$ cat src/rtl/core/crv_pkg.sv
// Shared constants and template lookup for the catalog record validator.
package crv_pkg;

  localparam int COL_W = 8;

  localparam logic [COL_W-1:0] REC_LEN     = COL_W'(132);
  localparam logic [COL_W-1:0] DECAY_START = COL_W'(75);
  localparam logic [COL_W-1:0] DECAY_END   = COL_W'(84);
  localparam logic [COL_W-1:0] CROSS_START = COL_W'(119);
  localparam logic [COL_W-1:0] CROSS_END   = COL_W'(126);

  localparam int TMPL_LEN = 132;
  localparam int NA_LEN   = 8;

  localparam logic [8*TMPL_LEN-1:0] TMPL =
    {"nnnn-nnnaaa  nnnnn M*O aaaaaaaaaaaaaaaaaaaaaaaa  aaaaa  nnnn-nn-nn  aaaaa  ",
     "lnnn-nn-nn  NNNNn.n  NNn.n  NNNNNn  NNNNNn  LNn.nnnn  aaa"};

  localparam logic [8*NA_LEN-1:0] NA_TEXT = "   N/A  ";

  // template column classes
  localparam logic [7:0] T_DIGIT      = "n";
  localparam logic [7:0] T_LEAD_DIGIT = "l";
  localparam logic [7:0] T_PRINT      = "a";
  localparam logic [7:0] T_FLAG_M     = "M";
  localparam logic [7:0] T_FLAG_STAR  = "*";
  localparam logic [7:0] T_STATUS     = "O";
  localparam logic [7:0] T_NUM        = "N";
  localparam logic [7:0] T_NUM_LEAD   = "L";

  localparam logic [7:0] CH_SPACE = " ";
  localparam logic [7:0] CH_NUL   = 8'h00;

  function automatic logic [7:0] tmpl_char(input logic [COL_W-1:0] pos);
    int idx;
    idx = TMPL_LEN - 1 - int'(pos);
    if (pos >= REC_LEN) begin
      return 8'h00;
    end
    return TMPL[idx*8 +: 8];
  endfunction

  function automatic logic [7:0] na_char(input logic [COL_W-1:0] pos);
    logic [2:0] off;
    off = 3'(pos - CROSS_START);
    return NA_TEXT[(3'(NA_LEN - 1) - off)*8 +: 8];
  endfunction

  function automatic logic is_digit(input logic [7:0] c);
    return (c >= "0") && (c <= "9");
  endfunction

  function automatic logic is_status(input logic [7:0] c);
    return (c == "+") || (c == "-") || (c == "P") || (c == "B") || (c == "S") ||
           (c == "X") || (c == "D") || (c == "?") || (c == CH_SPACE);
  endfunction

endpackage

$ cat src/rtl/core/crv_col_check.sv
// Per-column check of one byte against the record template.
module crv_col_check (
  input  logic [crv_pkg::COL_W-1:0] pos,
  input  logic [7:0]                ch,
  input  logic                      prior_nonspace,
  output logic                      ok
);

  logic [7:0] t;
  logic [7:0] prev_t;

  assign t      = crv_pkg::tmpl_char(pos);
  assign prev_t = (pos == '0) ? 8'h00 : crv_pkg::tmpl_char(pos - 1'b1);

  always_comb begin
    ok = 1'b0;
    if (ch != crv_pkg::CH_NUL) begin
      unique case (t)
        crv_pkg::T_DIGIT, crv_pkg::T_LEAD_DIGIT: ok = crv_pkg::is_digit(ch);
        crv_pkg::T_PRINT:     ok = (ch >= 8'h20) && (ch <= 8'h7E);
        crv_pkg::T_FLAG_M, crv_pkg::T_FLAG_STAR:
                              ok = (ch == crv_pkg::CH_SPACE) || (ch == t);
        crv_pkg::T_STATUS:    ok = crv_pkg::is_status(ch);
        crv_pkg::T_NUM, crv_pkg::T_NUM_LEAD: begin
          // right-justified field: no space directly after a non-space in an N column
          if (prev_t == crv_pkg::T_NUM && prior_nonspace && ch == crv_pkg::CH_SPACE) begin
            ok = 1'b0;
          end else begin
            ok = (ch == crv_pkg::CH_SPACE) || crv_pkg::is_digit(ch);
          end
        end
        default:              ok = (ch == t);
      endcase
    end
  end

endmodule

$ cat src/rtl/core/catalog_record_validator.sv
// Top level of the catalog record validator.
// Usage:
//   Input channel (in_valid / in_stall, in_ch, in_last) carries one record
//   byte per beat; in_last marks the final byte of a record. Records are
//   checked column by column against the fixed 132-column template.
//   Output channel (out_valid / out_stall, out_valid_res) carries one beat
//   per record, on the byte marked last: 1 if the record matched.
// Throughput: one byte per cycle unless in_stall holds the input; the check is two
//   template lookups and a few compares between the input register and the state registers.
// Result: out_valid rises once the last byte's beat has passed through the input
//   register and has loaded the result register.
// Stall: while a result waits under out_stall, non-final bytes keep flowing;
//   a further final byte holds in the input register and in_stall is raised
//   until the result register frees.
// Reset: rst_n low clears both registers' valid flags and the record state
//   (column count zero, all checks passing). Bytes after column 131 are
//   ignored; a NUL byte or a record shorter than 132 bytes reads as invalid.
module catalog_record_validator (
  input  logic       clk,
  input  logic       rst_n,
  input  logic       in_valid,
  output logic       in_stall,
  input  logic [7:0] in_ch,
  input  logic       in_last,
  output logic       out_valid,
  input  logic       out_stall,
  output logic       out_valid_res
);

  logic                      s1_v_r;
  logic [7:0]                s1_ch_r;
  logic                      s1_last_r;
  logic                      s1_adv;
  logic                      s1_fire;

  logic [crv_pkg::COL_W-1:0] col_r, col_nxt;
  logic                      all_ok_r, all_ok_nxt;
  logic                      dblank_r, dblank_nxt;
  logic                      ddig_r, ddig_nxt;
  logic                      na_r, na_nxt;
  logic                      xdig_r, xdig_nxt;
  logic                      pns_r, pns_nxt;

  logic                      out_v_r, out_v_nxt;
  logic                      res_r, res_nxt;

  logic                      ok;
  logic                      in_rec;
  logic                      is_space;

  // a non-final byte never needs the result register
  assign s1_adv   = !s1_last_r || !out_v_r || !out_stall;
  assign s1_fire  = s1_v_r && s1_adv;
  assign in_stall = s1_v_r && !s1_adv;

  always_ff @(posedge clk) begin
    if (!rst_n) begin
      s1_v_r <= 1'b0;
    end else if (!in_stall) begin
      s1_v_r <= in_valid;
    end
  end

  always_ff @(posedge clk) begin
    if (!in_stall) begin
      s1_ch_r   <= in_ch;
      s1_last_r <= in_last;
    end
  end

  crv_col_check u_col_check (
    .pos            (col_r),
    .ch             (s1_ch_r),
    .prior_nonspace (pns_r),
    .ok             (ok)
  );

  assign in_rec   = col_r < crv_pkg::REC_LEN;
  assign is_space = s1_ch_r == crv_pkg::CH_SPACE;

  always_comb begin
    col_nxt    = col_r;
    all_ok_nxt = all_ok_r;
    dblank_nxt = dblank_r;
    ddig_nxt   = ddig_r;
    na_nxt     = na_r;
    xdig_nxt   = xdig_r;
    pns_nxt    = pns_r;
    out_v_nxt  = out_v_r && out_stall;
    res_nxt    = res_r;
    if (s1_fire) begin
      if (in_rec) begin
        if (col_r >= crv_pkg::DECAY_START && col_r <= crv_pkg::DECAY_END) begin
          dblank_nxt = dblank_r && is_space;
          ddig_nxt   = ddig_r && ok;
          if (col_r == crv_pkg::DECAY_END) begin
            all_ok_nxt = all_ok_r && (dblank_nxt || ddig_nxt);
          end
        end else if (col_r >= crv_pkg::CROSS_START && col_r <= crv_pkg::CROSS_END) begin
          na_nxt   = na_r && (s1_ch_r == crv_pkg::na_char(col_r));
          xdig_nxt = xdig_r && ok;
          if (col_r == crv_pkg::CROSS_END) begin
            all_ok_nxt = all_ok_r && (na_nxt || xdig_nxt);
          end
        end else begin
          all_ok_nxt = all_ok_r && ok;
        end
        pns_nxt = !is_space;
        col_nxt = col_r + 1'b1;
      end
      if (s1_last_r) begin
        out_v_nxt  = 1'b1;
        res_nxt    = all_ok_nxt && (col_nxt >= crv_pkg::REC_LEN);
        col_nxt    = '0;
        all_ok_nxt = 1'b1;
        dblank_nxt = 1'b1;
        ddig_nxt   = 1'b1;
        na_nxt     = 1'b1;
        xdig_nxt   = 1'b1;
        pns_nxt    = 1'b0;
      end
    end
  end

  always_ff @(posedge clk) begin
    if (!rst_n) begin
      col_r    <= '0;
      all_ok_r <= 1'b1;
      dblank_r <= 1'b1;
      ddig_r   <= 1'b1;
      na_r     <= 1'b1;
      xdig_r   <= 1'b1;
      pns_r    <= 1'b0;
      out_v_r  <= 1'b0;
    end else begin
      col_r    <= col_nxt;
      all_ok_r <= all_ok_nxt;
      dblank_r <= dblank_nxt;
      ddig_r   <= ddig_nxt;
      na_r     <= na_nxt;
      xdig_r   <= xdig_nxt;
      pns_r    <= pns_nxt;
      out_v_r  <= out_v_nxt;
    end
  end

  always_ff @(posedge clk) begin
    res_r <= res_nxt;
  end

  assign out_valid     = out_v_r;
  assign out_valid_res = res_r;

endmodule
$ cat config.mk
export PLATFORM = sky130hd
export DESIGN_NAME = catalog_record_validator
export DESIGN_NICKNAME = d
export VERILOG_FILES = /design/src/rtl/core/crv_pkg.sv /design/src/rtl/core/crv_col_check.sv /design/src/rtl/core/catalog_record_validator.sv
export SDC_FILE = /design/constraint.sdc
export NUM_CORES = 1
export LEC_CHECK = 0
export CAP_MARGIN = 5
export CORE_MARGIN = 2
export CORE_UTILIZATION = 45
export CTS_CLUSTER_SIZE = 28
export DETAILED_ROUTE_END_ITERATION = 8
export DONT_BUFFER_PORTS = 1
export PLACE_DENSITY_LB_ADDON = 0.1
export SLEW_MARGIN = 25
export SYNTH_ARGS = -nofsm -noshare
export SYNTH_HDL_FRONTEND = slang
export SYNTH_SLANG_ARGS = --single-unit
$ cat constraint.sdc
create_clock -name clk -period 4.97 [get_ports clk]
set_clock_uncertainty 0.2 [all_clocks]
set_input_delay 0.497 -clock clk [delete_from_list [all_inputs] [get_ports clk]]
set_output_delay 0.497 -clock clk [all_outputs]
set_load 0.05 [all_outputs]
==> results.toml, run 1 <==
[status]
run_status = "complete, no violations"

[yosys]
netlist.area_leader.share_pct = 8.51
synth_cells = 516
ys_async_sr_fraction_pct = 0
synth_top_flop_cell = "sky130_fd_sc_hd__dfxtp_1"
yosysMostFrequentCell = "sky130_fd_sc_hd__nor2_1"
yosys_warnings = 0
synth_area_leaders = "sky130_fd_sc_hd__dfxtp_1 (8.5%), sky130_fd_sc_hd__edfxtp_1 (8.0%), sky130_fd_sc_hd__ha_1 (5.0%), sky130_fd_sc_hd__a21oi_1 (4.9%), sky130_fd_sc_hd__o21ai_0 (4.3%)"
number_of_synthesized_register_bits = 26
synth_area_um2 = 3760
synth_cell_type_count = 85
synth_top_cell_by_area = "sky130_fd_sc_hd__dfxtp_1"
synth.cells.most_frequent = "sky130_fd_sc_hd__nor2_1 (42), sky130_fd_sc_hd__a21oi_1 (37), sky130_fd_sc_hd__nand2_1 (35), sky130_fd_sc_hd__o21ai_0 (32)"
mappedNetlistNets = 544
syn_area_per_cell_um2 = 7.30
synth.yosys.seq_area_share_pct = 16.5
synth_edf_count = 10

[clock_tree]
worstSkewPairLatency_ns = 0.28
clock_tree.htree_level_count = 1
clockBufferDepth = 2
clkSlewWorstSetupHoldPaths_ns = 0.09
cts_root_buf = "sky130_fd_sc_hd__clkbuf_8"
ctsHoldBuffers = 0
cts_tree = "done"
cts.sink_count = 26
postCtsSetupRepairBufs = 0
tritoncts.num_buffers = 3
post_cts.resized_instances = 0

[drt]
wl_met3_um = 700
wl_per_cell_um = 19.1
final_antenna_net_count = 0
detail_route.wirelength_um = 11500
post_drt_via_cell_ratio = 6.55
overall_via_count_from_detail_route = 3949
remaining_drc_errors = 0
route.layer.met1.wl_um = 5410
met2RoutedLength_um = 5220
highest_layer = "met4"
detailedRoute.firstIterationViolations = 251
drt-pass1-iter-count = 5

[floorplan]
die_height_um = 95.5
std_cell_rows = 33
initial_core_util_pct = 46.1
top_level_ports = 16
core_area_um2 = 8180
dieArea_um2 = 9110
die_w_um = 95.5

[timing]
setup_total_negative_slack_ns = 0
unrepaired_setup_endpoints_after_global_routing = "no"
worst_margin_slew_ns = 0.934
finalSetupViolations = 0
slew_headroom_pct = 37.6
max_freq_mhz = 225
final_period_minus_worst_setup_slack_ns = 4.45
fin_crit_sh_pct = 89.5
final.hold.worst_slack_ns = 0.0848
report.final.hold_viol_count = 0
max_slew_violation_count = 0

[power_and_ir_drop]
swShare_pct = 30.7
power_density_nw_per_um2 = 139
power_switching_mw = 0.166
power.share.sequential_pct = 44.6
ir_drop_mv = 0.168
leakage_dissipation_nw = 1.42
combPwrFrac_pct = 27.0
power.share.clock_pct = 28.4
internal_power_mw = 0.376

[min_path]
timing.hold.worst_endpoint = "na_r"
min-delay-start = "rst_n"
min_path_type = "in2reg"
worstHoldPathCells = 1

[worst_setup_path]
worstReg2RegStart = "col_r[0]"
critical_path.endpoint_type = "flip-flop"
critPathRequiredTime_ns = 4.91
reg2reg_slack_ns = 0.52
r2r_cells = 16
worst_r2r_dst = "out_valid_res"
critical_path.max_fanout = 10
criticalPathCategory = "reg2reg"
worst_ep_arrival_time_ns = 4.39
critical_path.startpoint_type = "flip-flop"

[grt]
grt_pass1_vias = 3697
global_route_total_usage_across_every_layer_pct = 26.3
grt_start_max_net_pins = 33
grt_pass1_wl_um = 19000
overflow = 0
antenna_found_initial = 0

[cells_and_area]
syn_to_final_growth_pct = 3.79
antenna-diode-count = 0
net_total_in_the_final_layout = 527
drive_above_1_share_pct = 8.23

[placement]
post-dp-hpwl_um = 8550
port_buffers = 0
place_congestion = 0.931

[job]
timing.max_cap.violations = 0
## power by group through the flow
stage | clock network [mW] | logic, mW | registers [mW]
final | 0.154 | 0.146 | 0.242
after global placement | 0 | 0.143 | 0.246
after floorplan | 0 | 0.119 | 0.238
after detailed placement | 0 | 0.143 | 0.246
after global routing | 0.164 | 0.163 | 0.243
after CTS | 0.156 | 0.144 | 0.241
## worst max-delay path, cell delays in order (launching register included)
cell,delay (ns)
sky130_fd_sc_hd__dfxtp_1,0.35
sky130_fd_sc_hd__clkinv_1,0.08
sky130_fd_sc_hd__ha_1,0.27
sky130_fd_sc_hd__xor2_2,0.14
sky130_fd_sc_hd__buf_4,0.18
sky130_fd_sc_hd__clkinv_1,0.24
sky130_fd_sc_hd__ha_1,0.34
sky130_fd_sc_hd__or2_2,0.30
sky130_fd_sc_hd__a211oi_1,0.40
sky130_fd_sc_hd__a2bb2o_1,0.32
sky130_fd_sc_hd__a22o_1,0.24
sky130_fd_sc_hd__a21boi_1,0.13
sky130_fd_sc_hd__o211ai_1,0.18
sky130_fd_sc_hd__a211oi_1,0.11
sky130_fd_sc_hd__a211oi_1,0.47
sky130_fd_sc_hd__o311ai_1,0.17
sky130_fd_sc_hd__a31oi_1,0.19
## kinds of logic (layout without fill, tap and decap cells)
kind of cell / count (synthesis) / count (layout) / share of synthesized area, %
AO/OA/AOI/OAI: 172 / 172 / 31.9
XOR/XNOR: 26 / 26 / 6.85
adder cells (fa/ha/maj): 16 / 16 / 5.25
buffers and inverters: 59 / 41 / 6.75
flip-flops: 26 / 26 / 16.5
multiplexers: 10 / 10 / 2.82
AND/OR/NAND/NOR: 207 / 207 / 29.9
## worst max path at each step
stage          startpoint            end
3_3_place_gp     col_r[0]  out_valid_res
3_5_place_dp     col_r[0]  out_valid_res
4_1_cts          col_r[0]  out_valid_res
2_1_floorplan    col_r[0]  out_valid_res
6_report         col_r[0]  out_valid_res
5_1_grt          col_r[2]  out_valid_res
## metrics by stage
stage	cells	total power, mW	util (%)	setup WS, ns	cell area [µm²]
floorplan	516	0.358	-	0.463	3760
global placement	599	0.389	47.0	0.712	3840
detailed placement	599	0.389	47.0	0.587	3840
CTS	603	0.541	47.8	0.546	3910
global route	603	0.570	47.8	0.116	3910
finish	603	0.542	47.8	0.521	3910
## sequential cells by signal, indices dropped and copies added, names as in the netlist
register	flops
s1_last_r	1
out_valid_res	1
pns_r	1
s1_ch_r	8
dblank_r	1
all_ok_r	1
ddig_r	1
out_valid	1
s1_v_r	1
xdig_r	1
na_r	1
col_r	8
## cell type report
type / count / area, µm²
tap: 105 / 131
timing repair buffer: 16 / 120
clock buffer: 4 / 66.3
multi-input combinational: 431 / 2890
sequential: 26 / 621
fill: 837 / 4270
inverter: 21 / 78.8
## cells in the final DEF (no fill, tap or decap), types with 5 or more instances in the layout
cell type | Yosys | routed
sky130_fd_sc_hd__nor2_1 | 42 | 42
sky130_fd_sc_hd__a21oi_1 | 37 | 37
sky130_fd_sc_hd__nand2_1 | 35 | 35
sky130_fd_sc_hd__o21ai_0 | 32 | 32
sky130_fd_sc_hd__nor3_1 | 23 | 23
sky130_fd_sc_hd__nand3_1 | 23 | 23
sky130_fd_sc_hd__inv_1 | 19 | 19
sky130_fd_sc_hd__xnor2_1 | 18 | 18
sky130_fd_sc_hd__dfxtp_1 | 16 | 16
sky130_fd_sc_hd__buf_4 | 1 | 16
sky130_fd_sc_hd__nand2b_1 | 15 | 15
sky130_fd_sc_hd__ha_1 | 15 | 15
sky130_fd_sc_hd__nor2b_1 | 10 | 10
sky130_fd_sc_hd__edfxtp_1 | 10 | 10
sky130_fd_sc_hd__nand4_1 | 8 | 8
sky130_fd_sc_hd__mux2i_1 | 8 | 8
sky130_fd_sc_hd__and3_1 | 8 | 8
sky130_fd_sc_hd__a31oi_1 | 8 | 8
sky130_fd_sc_hd__or3_1 | 7 | 7
sky130_fd_sc_hd__nor4_1 | 7 | 7
sky130_fd_sc_hd__o31ai_1 | 7 | 7
sky130_fd_sc_hd__a21boi_0 | 6 | 6
sky130_fd_sc_hd__o22ai_1 | 6 | 6
sky130_fd_sc_hd__xor2_1 | 5 | 5
sky130_fd_sc_hd__a2111oi_0 | 5 | 5
sky130_fd_sc_hd__a32oi_1 | 5 | 5
sky130_fd_sc_hd__a211oi_1 | 5 | 5
sky130_fd_sc_hd__a22oi_1 | 5 | 5
## per-layer routing
metal	up-vias	global-route usage, %
met1	1865	36.9
li1	1916	-
met3	15	3.40
met4	0	7.02
met5	-	0
met2	153	42.4
Power figures use the tool's default switching activity.
==> run 2, diff against run 1 <==
--- a/config.mk
+++ b/config.mk
@@ -6,8 +6,10 @@
 export NUM_CORES = 1
 export LEC_CHECK = 0
 export CAP_MARGIN = 5
+export CORE_ASPECT_RATIO = 1.1
 export CORE_MARGIN = 2
 export CORE_UTILIZATION = 45
+export CTS_CLUSTER_DIAMETER = 100
 export CTS_CLUSTER_SIZE = 28
 export DETAILED_ROUTE_END_ITERATION = 8
 export DONT_BUFFER_PORTS = 1
==> constraint.sdc (replaced) <==
create_clock -name clk -period 5.7 [get_ports clk]
set_clock_uncertainty 0.2 [all_clocks]
set_input_delay 0.57 -clock clk [delete_from_list [all_inputs] [get_ports clk]]
set_output_delay 0.57 -clock clk [all_outputs]
set_load 0.05 [all_outputs]
==> run 2 against run 1 <==
Hold slack gained 0.081 ns. Total power down 16%. Wire length shrank 1.3%. Critical path type unchanged. Sequential power down 13%. Final cell count unchanged.
==> results.toml, run 2 (synthesis results as in run 1) <==
[clock_tree]
ctsHoldBuffers = 0
clkSlewWorstSetupHoldPaths_ns = 0.10
post_cts.resized_instances = 0
clockBufferDepth = 2
clock_tree.htree_level_count = 1
worstSkewPairLatency_ns = 0.28
cts_tree = "done"
cts_root_buf = "sky130_fd_sc_hd__clkbuf_8"
tritoncts.num_buffers = 3
postCtsSetupRepairBufs = 0
cts.sink_count = 26

[grt]
grt_pass1_wl_um = 18800
grt_start_max_net_pins = 37
grt_pass1_vias = 3708
global_route_total_usage_across_every_layer_pct = 24.9
antenna_found_initial = 0
overflow = 0

[cells_and_area]
final_common_cell = "sky130_fd_sc_hd__nor2_1"
post_layout_nonfiller_instances = 603
postLayoutCellArea_um2 = 3870
fin_util_pct = 47.0
drive_above_1_share_pct = 7.52
antenna-diode-count = 0
commonest_non_fill_non_tap_cells_in_the_layout = "sky130_fd_sc_hd__nor2_1 (42), sky130_fd_sc_hd__a21oi_1 (37), sky130_fd_sc_hd__nand2_1 (35), sky130_fd_sc_hd__o21ai_0 (32)"
syn_to_final_growth_pct = 2.69
net_total_in_the_final_layout = 521
layout_top_registers = "col_r: 8 flops, s1_ch_r: 8 flops"

[worst_setup_path]
cpPeakStageDelay_ns = 0.46
critical_path.startpoint_type = "flip-flop"
worst_ep_arrival_time_ns = 4.72
worstReg2RegStart = "col_r[1]"
critical_path.max_fanout = 10
timing.critical_path.mode_cell = "sky130_fd_sc_hd__a211oi_1"
cp.depth = 15
critPathRequiredTime_ns = 5.63
r2r_cells = 15
reg2reg_slack_ns = 0.91
critical_path.endpoint_type = "flip-flop"
worst_r2r_dst = "out_valid_res"
criticalPathCategory = "reg2reg"
crit_slowest_cell = "sky130_fd_sc_hd__a211oi_1"
setup.worst_path.end = "out_valid_res"
worst-path-buf-inv = 2
worstPathCellList = "inv_1, ha_1, xor2_2, clkinv_1, ha_1, or2_2, a211oi_1, a2bb2o_1, a22o_1, a21boi_1, o211ai_1, a211oi_1, a211oi_1, o311ai_1, a31oi_1"
cp-startpoint = "col_r[1]"
critical_path.top_delay_family = "compound AO/OA/AOI/OAI gates"

[drt]
detailedRoute.firstIterationViolations = 232
drt-pass1-iter-count = 5
detail_route.wirelength_um = 11400
post_drt_via_cell_ratio = 6.46
overall_via_count_from_detail_route = 3895
wl_per_cell_um = 18.9
final_antenna_net_count = 0
remaining_drc_errors = 0

[floorplan]
die_height_um = 99.9
die_w_um = 91.2
dieArea_um2 = 9110
initial_core_util_pct = 45.7
top_level_ports = 16
core_area_um2 = 8230
std_cell_rows = 35

[timing]
fin_crit_sh_pct = 84.0
final.hold.worst_slack_ns = 0.165
max_freq_mhz = 209
final_period_minus_worst_setup_slack_ns = 4.79
report.final.hold_viol_count = 0
finalSetupViolations = 0
max_slew_violation_count = 0
slew_headroom_pct = 48.2
unrepaired_setup_endpoints_after_global_routing = "no"
post-route-worst-setup-slack_ns = 0.910
setup_total_negative_slack_ns = 0
worst_margin_slew_ns = 0.776

[placement]
place_congestion = 0.935
post-dp-hpwl_um = 8500
pre_cts_slack_ns = 1.01
post_dp_cell_area_um2 = 3800
port_buffers = 0
placed_cells_incl_taps = 599

[power_and_ir_drop]
power_density_nw_per_um2 = 118
design_power_total_mw = 0.458
ir_drop_mv = 0.143
leakage_dissipation_nw = 1.39

[min_path]
min_path_type = "in2reg"

[job]
timing.max_cap.violations = 0

[status]
run_status = "complete, no violations"
## run 2: cell types whose count changed in the layout (fill, tap and decap cells not counted), sizes merged
cell  before  now
buf       16   10
## run 2: how the worst min path moves through the flow
| stage | start | endpoint | depth (start not counted) |
|---|---|---|---|
| global placement | all_ok_r | all_ok_r | 2 |
| global route | rst_n | dblank_r | 1 |
| CTS | rst_n | na_r | 1 |
| detailed placement | na_r | na_r | 2 |
| floorplan | na_r | na_r | 2 |
| finish | rst_n | dblank_r | 1 |
## run 2: where the power goes
part	internal (mW)	switching, mW
Combinational	0.0512	0.0745
Sequential	0.199	0.0115
Clock	0.0618	0.0599
## run 2: layout make-up
type	instances	area, µm²
Fill cell	894	4370
Multi-Input combinational cell	431	2900
Sequential cell	26	622
Tap cell	111	139
Inverter	21	78.8
Timing Repair Buffer	10	75.1
Clock buffer	4	55.1
## run 2: routing by layer
metal | track usage (%) | vias up | part of all wire, %
li1 | - | 1896 | -
met1 | 32.7 | 1843 | 44
met2 | 43.6 | 139 | 49
met3 | 2.70 | 17 | 5.2
met4 | 7.11 | 0 | 2.0
met5 | 0 | - | 0
==> run 3, diff against run 2 <==
--- a/config.mk
+++ b/config.mk
@@ -5,6 +5,7 @@
 export SDC_FILE = /design/constraint.sdc
 export NUM_CORES = 1
 export LEC_CHECK = 0
+export ABC_AREA = 1
 export CAP_MARGIN = 5
 export CORE_ASPECT_RATIO = 1.1
 export CORE_MARGIN = 2
==> constraint.sdc (replaced) <==
create_clock -name clk -period 4.05 [get_ports clk]
set_clock_uncertainty 0.2 [all_clocks]
set_input_delay 0.405 -clock clk [delete_from_list [all_inputs] [get_ports clk]]
set_output_delay 0.405 -clock clk [all_outputs]
set_load 0.05 [all_outputs]
==> run 3 against run 2 <==
Critical endpoint unchanged. Register-to-register slack lost 0.48 ns. Critical path depth grew 5. Non-clock buffer count is the same.
==> results.toml, run 3 <==
[placement]
placed_cells_incl_taps = 701
port_buffers = 0
place_congestion = 0.990
post-dp-hpwl_um = 7850

[drt]
wl_per_cell_um = 13.8
route.layer.met1.wl_um = 4230
remaining_drc_errors = 0
met2RoutedLength_um = 4770
post_drt_via_cell_ratio = 5.41
wl_met3_um = 444
highest_layer = "met4"
detailedRoute.firstIterationViolations = 200
overall_via_count_from_detail_route = 3812
detail_route.wirelength_um = 9750
drt-pass1-iter-count = 7
final_antenna_net_count = 0

[grt]
overflow = 0
antenna_found_initial = 0
global_route_total_usage_across_every_layer_pct = 24.4
grt_pass1_wl_um = 16600
grt_start_max_net_pins = 18
grt_pass1_vias = 3722

[worst_setup_path]
cpPeakStageDelay_ns = 0.42
timing.critical_path.mode_cell = "sky130_fd_sc_hd__nand2_1"
critical_path.max_fanout = 17
critical_path.startpoint_type = "flip-flop"
critical_path.top_delay_family = "simple AND/OR/NAND/NOR gates"
worstPathCellList = "inv_1, buf_4, ha_1, a31oi_2, nor3_1, nand2_1, nor2_1, nand3_2, nand2_1, inv_1, a31oi_1, nand2_1, nor2_1, nor2_2, nand2_1, nand2_1, nand2_1, nand2_1, nand2_1, a21oi_1"
criticalPathCategory = "reg2reg"
worst-path-buf-inv = 3
worst_ep_arrival_time_ns = 3.42
crit_slowest_cell = "sky130_fd_sc_hd__nor3_1"
critPathRequiredTime_ns = 3.85
critical_path.endpoint_type = "flip-flop"

[yosys]
synth_edf_count = 10
mappedNetlistNets = 631
synth_area_um2 = 3500
synth_cells = 603
synth_top_cell_by_area = "sky130_fd_sc_hd__nand2_1"
yosysMostFrequentCell = "sky130_fd_sc_hd__nand2_1"
syn_area_per_cell_um2 = 5.80
ys_async_sr_fraction_pct = 0
number_of_synthesized_register_bits = 26
netlist.area_leader.share_pct = 22.0
synth.cells.most_frequent = "sky130_fd_sc_hd__nand2_1 (205), sky130_fd_sc_hd__inv_1 (65), sky130_fd_sc_hd__nand3_1 (57), sky130_fd_sc_hd__nor2_1 (52), sky130_fd_sc_hd__a21oi_1 (29)"
synth_cell_type_count = 42
synth_area_leaders = "sky130_fd_sc_hd__nand2_1 (22%), sky130_fd_sc_hd__dfxtp_1 (9.2%), sky130_fd_sc_hd__edfxtp_1 (8.6%), sky130_fd_sc_hd__nand3_1 (8.2%), sky130_fd_sc_hd__inv_1 (7.0%)"
yosys_warnings = 0
synth.yosys.seq_area_share_pct = 17.7
synth_top_flop_cell = "sky130_fd_sc_hd__dfxtp_1"

[floorplan]
die_w_um = 88.1
top_level_ports = 16
dieArea_um2 = 8500
initial_core_util_pct = 46.6
std_cell_rows = 33
die_height_um = 96.5
core_area_um2 = 7510

[cells_and_area]
layout.filler_cells = 858
final_common_cell = "sky130_fd_sc_hd__nand2_1"
syn_to_final_growth_pct = 4.61
antenna-diode-count = 0
post_layout_nonfiller_instances = 705
layout_top_registers = "col_r: 8 flops, s1_ch_r: 8 flops"
commonest_non_fill_non_tap_cells_in_the_layout = "sky130_fd_sc_hd__nand2_1 (205), sky130_fd_sc_hd__inv_1 (65), sky130_fd_sc_hd__nand3_1 (57), sky130_fd_sc_hd__nor2_1 (52), sky130_fd_sc_hd__a21oi_1 (29)"
fin_util_pct = 48.7
net_total_in_the_final_layout = 629
drive_above_1_share_pct = 10.5

[job]
timing.max_cap.violations = 0

[timing]
report.final.hold_viol_count = 0
final_period_minus_worst_setup_slack_ns = 3.62
finalSetupViolations = 0
setup_total_negative_slack_ns = 0
fin_crit_sh_pct = 89.4
max_freq_mhz = 276
worst_margin_slew_ns = 0.976
max_slew_violation_count = 0
slew_headroom_pct = 34.7
unrepaired_setup_endpoints_after_global_routing = "no"

[power_and_ir_drop]
leakage_dissipation_nw = 1.87
ir_drop_mv = 0.193
power_density_nw_per_um2 = 164
design_power_total_mw = 0.601

[clock_tree]
clkSlewWorstSetupHoldPaths_ns = 0.10
cts_root_buf = "sky130_fd_sc_hd__clkbuf_8"
postCtsSetupRepairBufs = 0
cts.sink_count = 26
tritoncts.num_buffers = 3
clock_tree.htree_level_count = 1
ctsHoldBuffers = 0
worstSkewPairLatency_ns = 0.28
clockBufferDepth = 2
post_cts.resized_instances = 0
cts_tree = "done"

[status]
run_status = "complete, no violations"

[min_path]
min_path_type = "in2reg"
## run 3: cell types whose count changed after synthesis, moves of 9 or more
cell,previous run,this run
sky130_fd_sc_hd__inv_1,19,65
sky130_fd_sc_hd__inv_2,0,12
sky130_fd_sc_hd__nor2_1,42,52
sky130_fd_sc_hd__nand3_1,23,57
sky130_fd_sc_hd__nor3_1,23,8
sky130_fd_sc_hd__nor2b_1,10,0
sky130_fd_sc_hd__clkbuf_1,20,4
sky130_fd_sc_hd__o21ai_1,1,10
sky130_fd_sc_hd__xnor2_1,18,0
sky130_fd_sc_hd__nand2b_1,15,0
sky130_fd_sc_hd__nand2_1,35,205
## run 3: cell type report
cell class | count | area [µm²] | area share, %
sequential | 26 | 624 | 17.1
tap | 105 | 131 | 3.59
clock buffer | 4 | 55.1 | 1.50
timing repair buffer | 10 | 75.1 | 2.05
inverter | 80 | 303 | 8.27
multi-input combinational | 480 | 2470 | 67.5
## run 3: through the flow
stage	setup slack [ns]	hold slack [ns]	cell area (µm²)
floorplan	0.586	0.228	3500
global placement	0.366	0.244	3590
detailed placement	0.381	0.247	3590
CTS	0.338	0.00626	3650
global route	0.00296	0.00198	3660
finish	0.430	0.00877	3660
## run 3: cell families (layout without fill, tap and decap cells)
logic type | after synthesis | after routing | synth area share (%)
compound gates | 89 | 89 | 15.0
xor+xnor | 10 | 10 | 2.72
fa+ha+maj | 15 | 15 | 5.36
buf+inv | 97 | 94 | 11.8
simple gates | 366 | 366 | 47.3
flops | 26 | 26 | 17.7
## run 3: final timing paths
check	startpoint	slack, ns	depth (start not counted)	endpoint
max	col_r[2]	0.43	20	out_valid_res
max reg2reg	col_r[2]	0.43	20	out_valid_res
min	rst_n	0.009	1	na_r
min reg2reg	na_r	0.27	2	na_r
## run 3: per-layer routing
layer,track usage (%),vias to the layer above
met1,30.4,1706
met4,9.85,0
met3,1.70,25
met2,43.7,124
met5,0,-
li1,-,1957
## run 3: power by group
part           switching, mW  total [mW]  internal [mW]
logic                 0.0944       0.141         0.0462
registers             0.0131       0.294          0.281
clock network         0.0794       0.166         0.0869
